--- src/sv/cpt_mul.sv ---
// Two-stage signed multiplier that splits the second operand into chunks.
`timescale 1ns / 1ps
`default_nettype none
module cpt_mul #(
    parameter int A_W     = 36,
    parameter int B_W     = 36,
    parameter int CHUNK_W = 18
) (
    input  wire logic                        i_clk,
    input  wire logic                        i_rst_n,
    input  wire logic                        i_vld,
    input  wire logic signed [A_W-1:0]       i_a,
    input  wire logic signed [B_W-1:0]       i_b,
    output logic                             o_vld,
    output logic signed [A_W+B_W-1:0]        o_p
);
    localparam int NCH   = (B_W + CHUNK_W - 1) / CHUNK_W;
    localparam int EXT_W = NCH * CHUNK_W;
    localparam int PP_W  = A_W + CHUNK_W + 1;
    localparam int SUM_W = A_W + EXT_W;

    logic signed [EXT_W-1:0]   w_b;
    logic signed [PP_W-1:0]    r_pp [NCH];
    logic signed [SUM_W-1:0]   w_sum;
    logic signed [A_W+B_W-1:0] r_p;
    logic                      r_v1;
    logic                      r_v2;

    assign w_b = EXT_W'(i_b);

    // Lower chunks are unsigned digits; only the top chunk carries the sign.
    for (genvar j = 0; j < NCH; j++) begin : g_pp
        logic signed [CHUNK_W:0] w_ch;
        if (j == NCH - 1) begin : g_top
            assign w_ch = {w_b[EXT_W-1], w_b[j*CHUNK_W +: CHUNK_W]};
        end else begin : g_low
            assign w_ch = {1'b0, w_b[j*CHUNK_W +: CHUNK_W]};
        end
        always_ff @(posedge i_clk) begin
            r_pp[j] <= i_a * w_ch;
        end
    end

    always_comb begin
        w_sum = '0;
        for (int j = 0; j < NCH; j++) begin
            w_sum = w_sum + (SUM_W'(r_pp[j]) <<< (j * CHUNK_W));
        end
    end

    always_ff @(posedge i_clk) begin
        r_p <= w_sum[A_W+B_W-1:0];
    end

    always_ff @(posedge i_clk) begin
        if (!i_rst_n) begin
            r_v1 <= 1'b0;
            r_v2 <= 1'b0;
        end else begin
            r_v1 <= i_vld;
            r_v2 <= r_v1;
        end
    end

    assign o_vld = r_v2;
    assign o_p   = r_p;

endmodule
`default_nettype wire

--- config.mk ---
export PLATFORM = sky130hd
export DESIGN_NAME = cpt_mul
export DESIGN_NICKNAME = d
export VERILOG_FILES = /design/src/sv/cpt_mul.sv
export SDC_FILE = /design/constraint.sdc
export NUM_CORES = 2
export LEC_CHECK = 0
export CORE_MARGIN = 2
export CORE_UTILIZATION = 45
export CTS_BUF_LIST = sky130_fd_sc_hd__clkbuf_8
export DETAILED_ROUTE_END_ITERATION = 7
export DONT_BUFFER_PORTS = 1
export GPL_TIMING_DRIVEN = 0
export PLACE_DENSITY = 0.57
export SLEW_MARGIN = 0
export SYNTH_ARGS = -nofsm -noshare
export SYNTH_HDL_FRONTEND = slang
export SYNTH_SLANG_ARGS = --single-unit
--- constraint.sdc ---
create_clock -name i_clk -period 7.66 [get_ports i_clk]
set_input_delay 0.383 -clock i_clk [delete_from_list [all_inputs] [get_ports i_clk]]
set_output_delay 0.383 -clock i_clk [all_outputs]
set_load 0.1 [all_outputs]
==> summary.txt <==
Global route
  – Largest net degree at the start of global routing: 19
  – Total gr overflow: 0
  – First-pass GRT wire length: 259 mm
  – Initial antenna violation count: 27
  – Total GRT Usage: 30.5%
  – Vias in the first global route: 41300

Route
  – Final wirelength: 169 mm
  – Drt wl/cell: 23.3 um
  – Vias: 38300
  – DRC: 0
  – Antenna Nets Post-Route: 0
  – Avg Vias per Cell: 5.26
  – Initial drt markers: 2858
  – Drt pass-1 iters: 6

Clocking
  – Num CTS Buffers: 17
  – Clock sink total: 183
  – Clock Path Buffers: 2
  – CTS root buffer: clkbuf_8
  – CTS tree: done
  – Worst-skew pair later-pin latency: 0.54 ns
  – Clock-pin slew on the worst setup and hold paths: 0.10 ns
  – Htree depth: 4

Yosys
  – Ys Warns: 0
  – Post-Syn Area: 0.0513 mm2
  – Avg Synthesized Cell Area: 8.94 um2
  – Syn_nets: 7364
  – Post-synthesis sequential area ratio: 7.15%
  – Post-synthesis cell count: 5733
  – Number of flops mapped to enable cells by yosys: 0
  – Synth cell types: 73
  – Synth area leader: fa_1
  – Number of synthesized register bits: 183
  – Area share of the largest cell type after synthesis: 48.4%
  – Dominant synthesized flop cell: dfxtp_1
  – Area contributors post-synth: fa_1 (48%), inv_1 (11%), ha_1 (7.7%)
  – Asr flop ratio synth: 0%

Cells and area
  – Area delta synth->final: 5.00%
  – Final-stage net count: 7385
  – Commonest cells after routing, fill and taps aside: inv_1 (1492), fa_1 (1239), nand2_1 (789)
  – Layout cells sized above 1: 3.26%
  – Commonest non-fill, non-tap cell in the layout: inv_1

Die
  – Die Span X: 341 um
  – Cell Rows: 123
  – Core box area: 0.113 mm2
  – Initial Util: 45.4%
  – Die height: 341 um
  – Die Area: 0.117 mm2
  – Ports: 148

Critical path
  – Worst Path Max Fanout: 10
  – FF-to-FF path depth: 14
  – Critical path endpoint category: flop
  – Crit path kind: in -> reg
  – Worst Path Required: 8.08 ns
  – Data arrival, critical path: 8.04 ns
  – Startpoint types: input pin
  – CP Cell Sequence: clkdlybuf4s15_1, clkbuf_2, nand2_1, fa_1, fa_1, fa_1, inv_1, fa_1, fa_1, inv_1, fa_1, inv_1, ha_1, and3_1, a221o_1, nor2_2, o221ai_2, o211ai_2, a21oi_2, nor3_1, o21ai_1, a31oi_1, o21ai_1, xnor2_1
  – CP peak stage delay: 0.72 ns
  – Critical path's slowest cell: clkdlybuf4s15_1
  – Most Frequent Cell on Critical Path: fa_1

Place
  – DP Wirelength: 143 mm
  – Final Wtd Congestion: 1.01
  – I/O Buffers: 0
  – Pre-CTS WS: -1.49 ns

Run
  – Number of max-cap violations: 0

Outcome
  – Status: finished, final reports clean

STA
  – Fmax: 131 MHz
  – Clock skew: 0.0250 ns
  – Setup violators final: 0
  – Setup WS post-layout: 0.0473 ns
  – Final worst path period need: 7.61 ns
  – Pins Over Slew Limit: 0
  – Final hold violation count: 0
  – RSZ-0062 raised after global routing: true
  – Slew headroom: 17.0%
  – Crit share post-route: 99.4%
  – Slew at the pin with the worst max-slew slack: 1.24 ns

Min path
  – Hold path cells: 2
  – Worst min path class: in -> reg
through the flow:
step           utilization (%)  hold WS (ns)  setup TNS, ns  area, um2  cells
6_report                  47.7         0.110              0      53800   7281
5_1_grt                   47.7         0.100         -0.118      53800   7269
4_1_cts                   47.5        0.0661       -0.00935      53600   7268
3_5_place_dp              47.1         0.312         -25.96      53100   7233
3_3_place_gp              47.1         0.313         -25.59      53100   7233
2_1_floorplan                -         0.310              0      51300   5733
logic make-up (layout without fill, tap and decap cells):
group,after synthesis,after routing,synth area share [%]
XOR/XNOR,153,153,2.61
multiplexers,2,2,0.0391
AO/OA/AOI/OAI,430,430,5.54
adder cells (fa/ha/maj),1556,1556,56.1
flip-flops,183,183,7.15
other,0,14,0
AND/OR/NAND/NOR,1625,1625,15.4
buffers and inverters,1784,1818,13.1
path summary, 6_finish.rpt:
check	startpoint	to	slack (ns)
min reg2reg	r_pp[0][17]$_DFF_P_	o_p[17]$_DFF_P_	0.33
max	i_b[23]	r_pp[0][108]$_DFF_P_	0.05
max reg2reg	r_pp[0][18]$_DFF_P_	o_p[68]$_DFF_P_	4.01
min	i_b[1]	r_pp[0][1]$_DFF_P_	0.11
flip-flops by register name (all words and copies together), names as in the netlist:
signal,cells
r_pp,109
r_v1,1
o_vld,1
o_p,72
metal layers:
metal	wire length, um	global-route usage, %	vias to the layer above
li1	-	-	16600
met1	65500	38.7	19800
met2	78800	50.1	1484
met3	14000	5.37	400
met4	10900	15.6	28
met5	189	0	-
critical path: cells and delay by family:
family	cells	cell delay [ns]
buf+inv	5	1.40
xor+xnor	1	0.14
compound gates	7	1.73
simple gates	4	0.93
fa+ha+maj	7	3.42
cells in the mapped netlist (5+ instances only):
master,instances
or3_1,6
o21ai_1,10
dfxtp_1,183
and2_1,563
a21oi_1,136
ha_1,317
xor2_1,43
o21a_1,18
o21bai_1,15
a211oi_1,12
nand3_1,20
nor3_1,23
xnor2_1,110
a31oi_1,14
inv_1,1492
a31o_2,6
nand4_1,21
o211ai_1,7
nor2b_1,25
o31a_1,5
clkbuf_1,290
o31ai_1,6
o21ai_0,55
nor2_1,104
fa_1,1239
nand2b_1,27
and3_1,20
nand2_1,789
a21boi_0,7
a21o_1,91
area by class of cell:
type,instances,area [um2]
plain buffers,290,1250
clock inverters,15,159
flip-flops and latches,183,3660
diodes,14,35.0
well taps,1500,1880
fillers,11100,59000
inverters,1493,5600
multi-input cells,3766,41000
clock buffers,17,234
repair buffers,3,30.0
what timing repair did:
item	CTS	global route
hold buffers	3	0
pin swaps	0	0
setup buffers	0	0
endpoints found under the hold margin	3	0
setup endpoints to repair	23	28
gates resized for setup	55	184
Power is not shown: default switching activity piles up to over one toggle a cycle in this logic, so the estimate is an artifact.
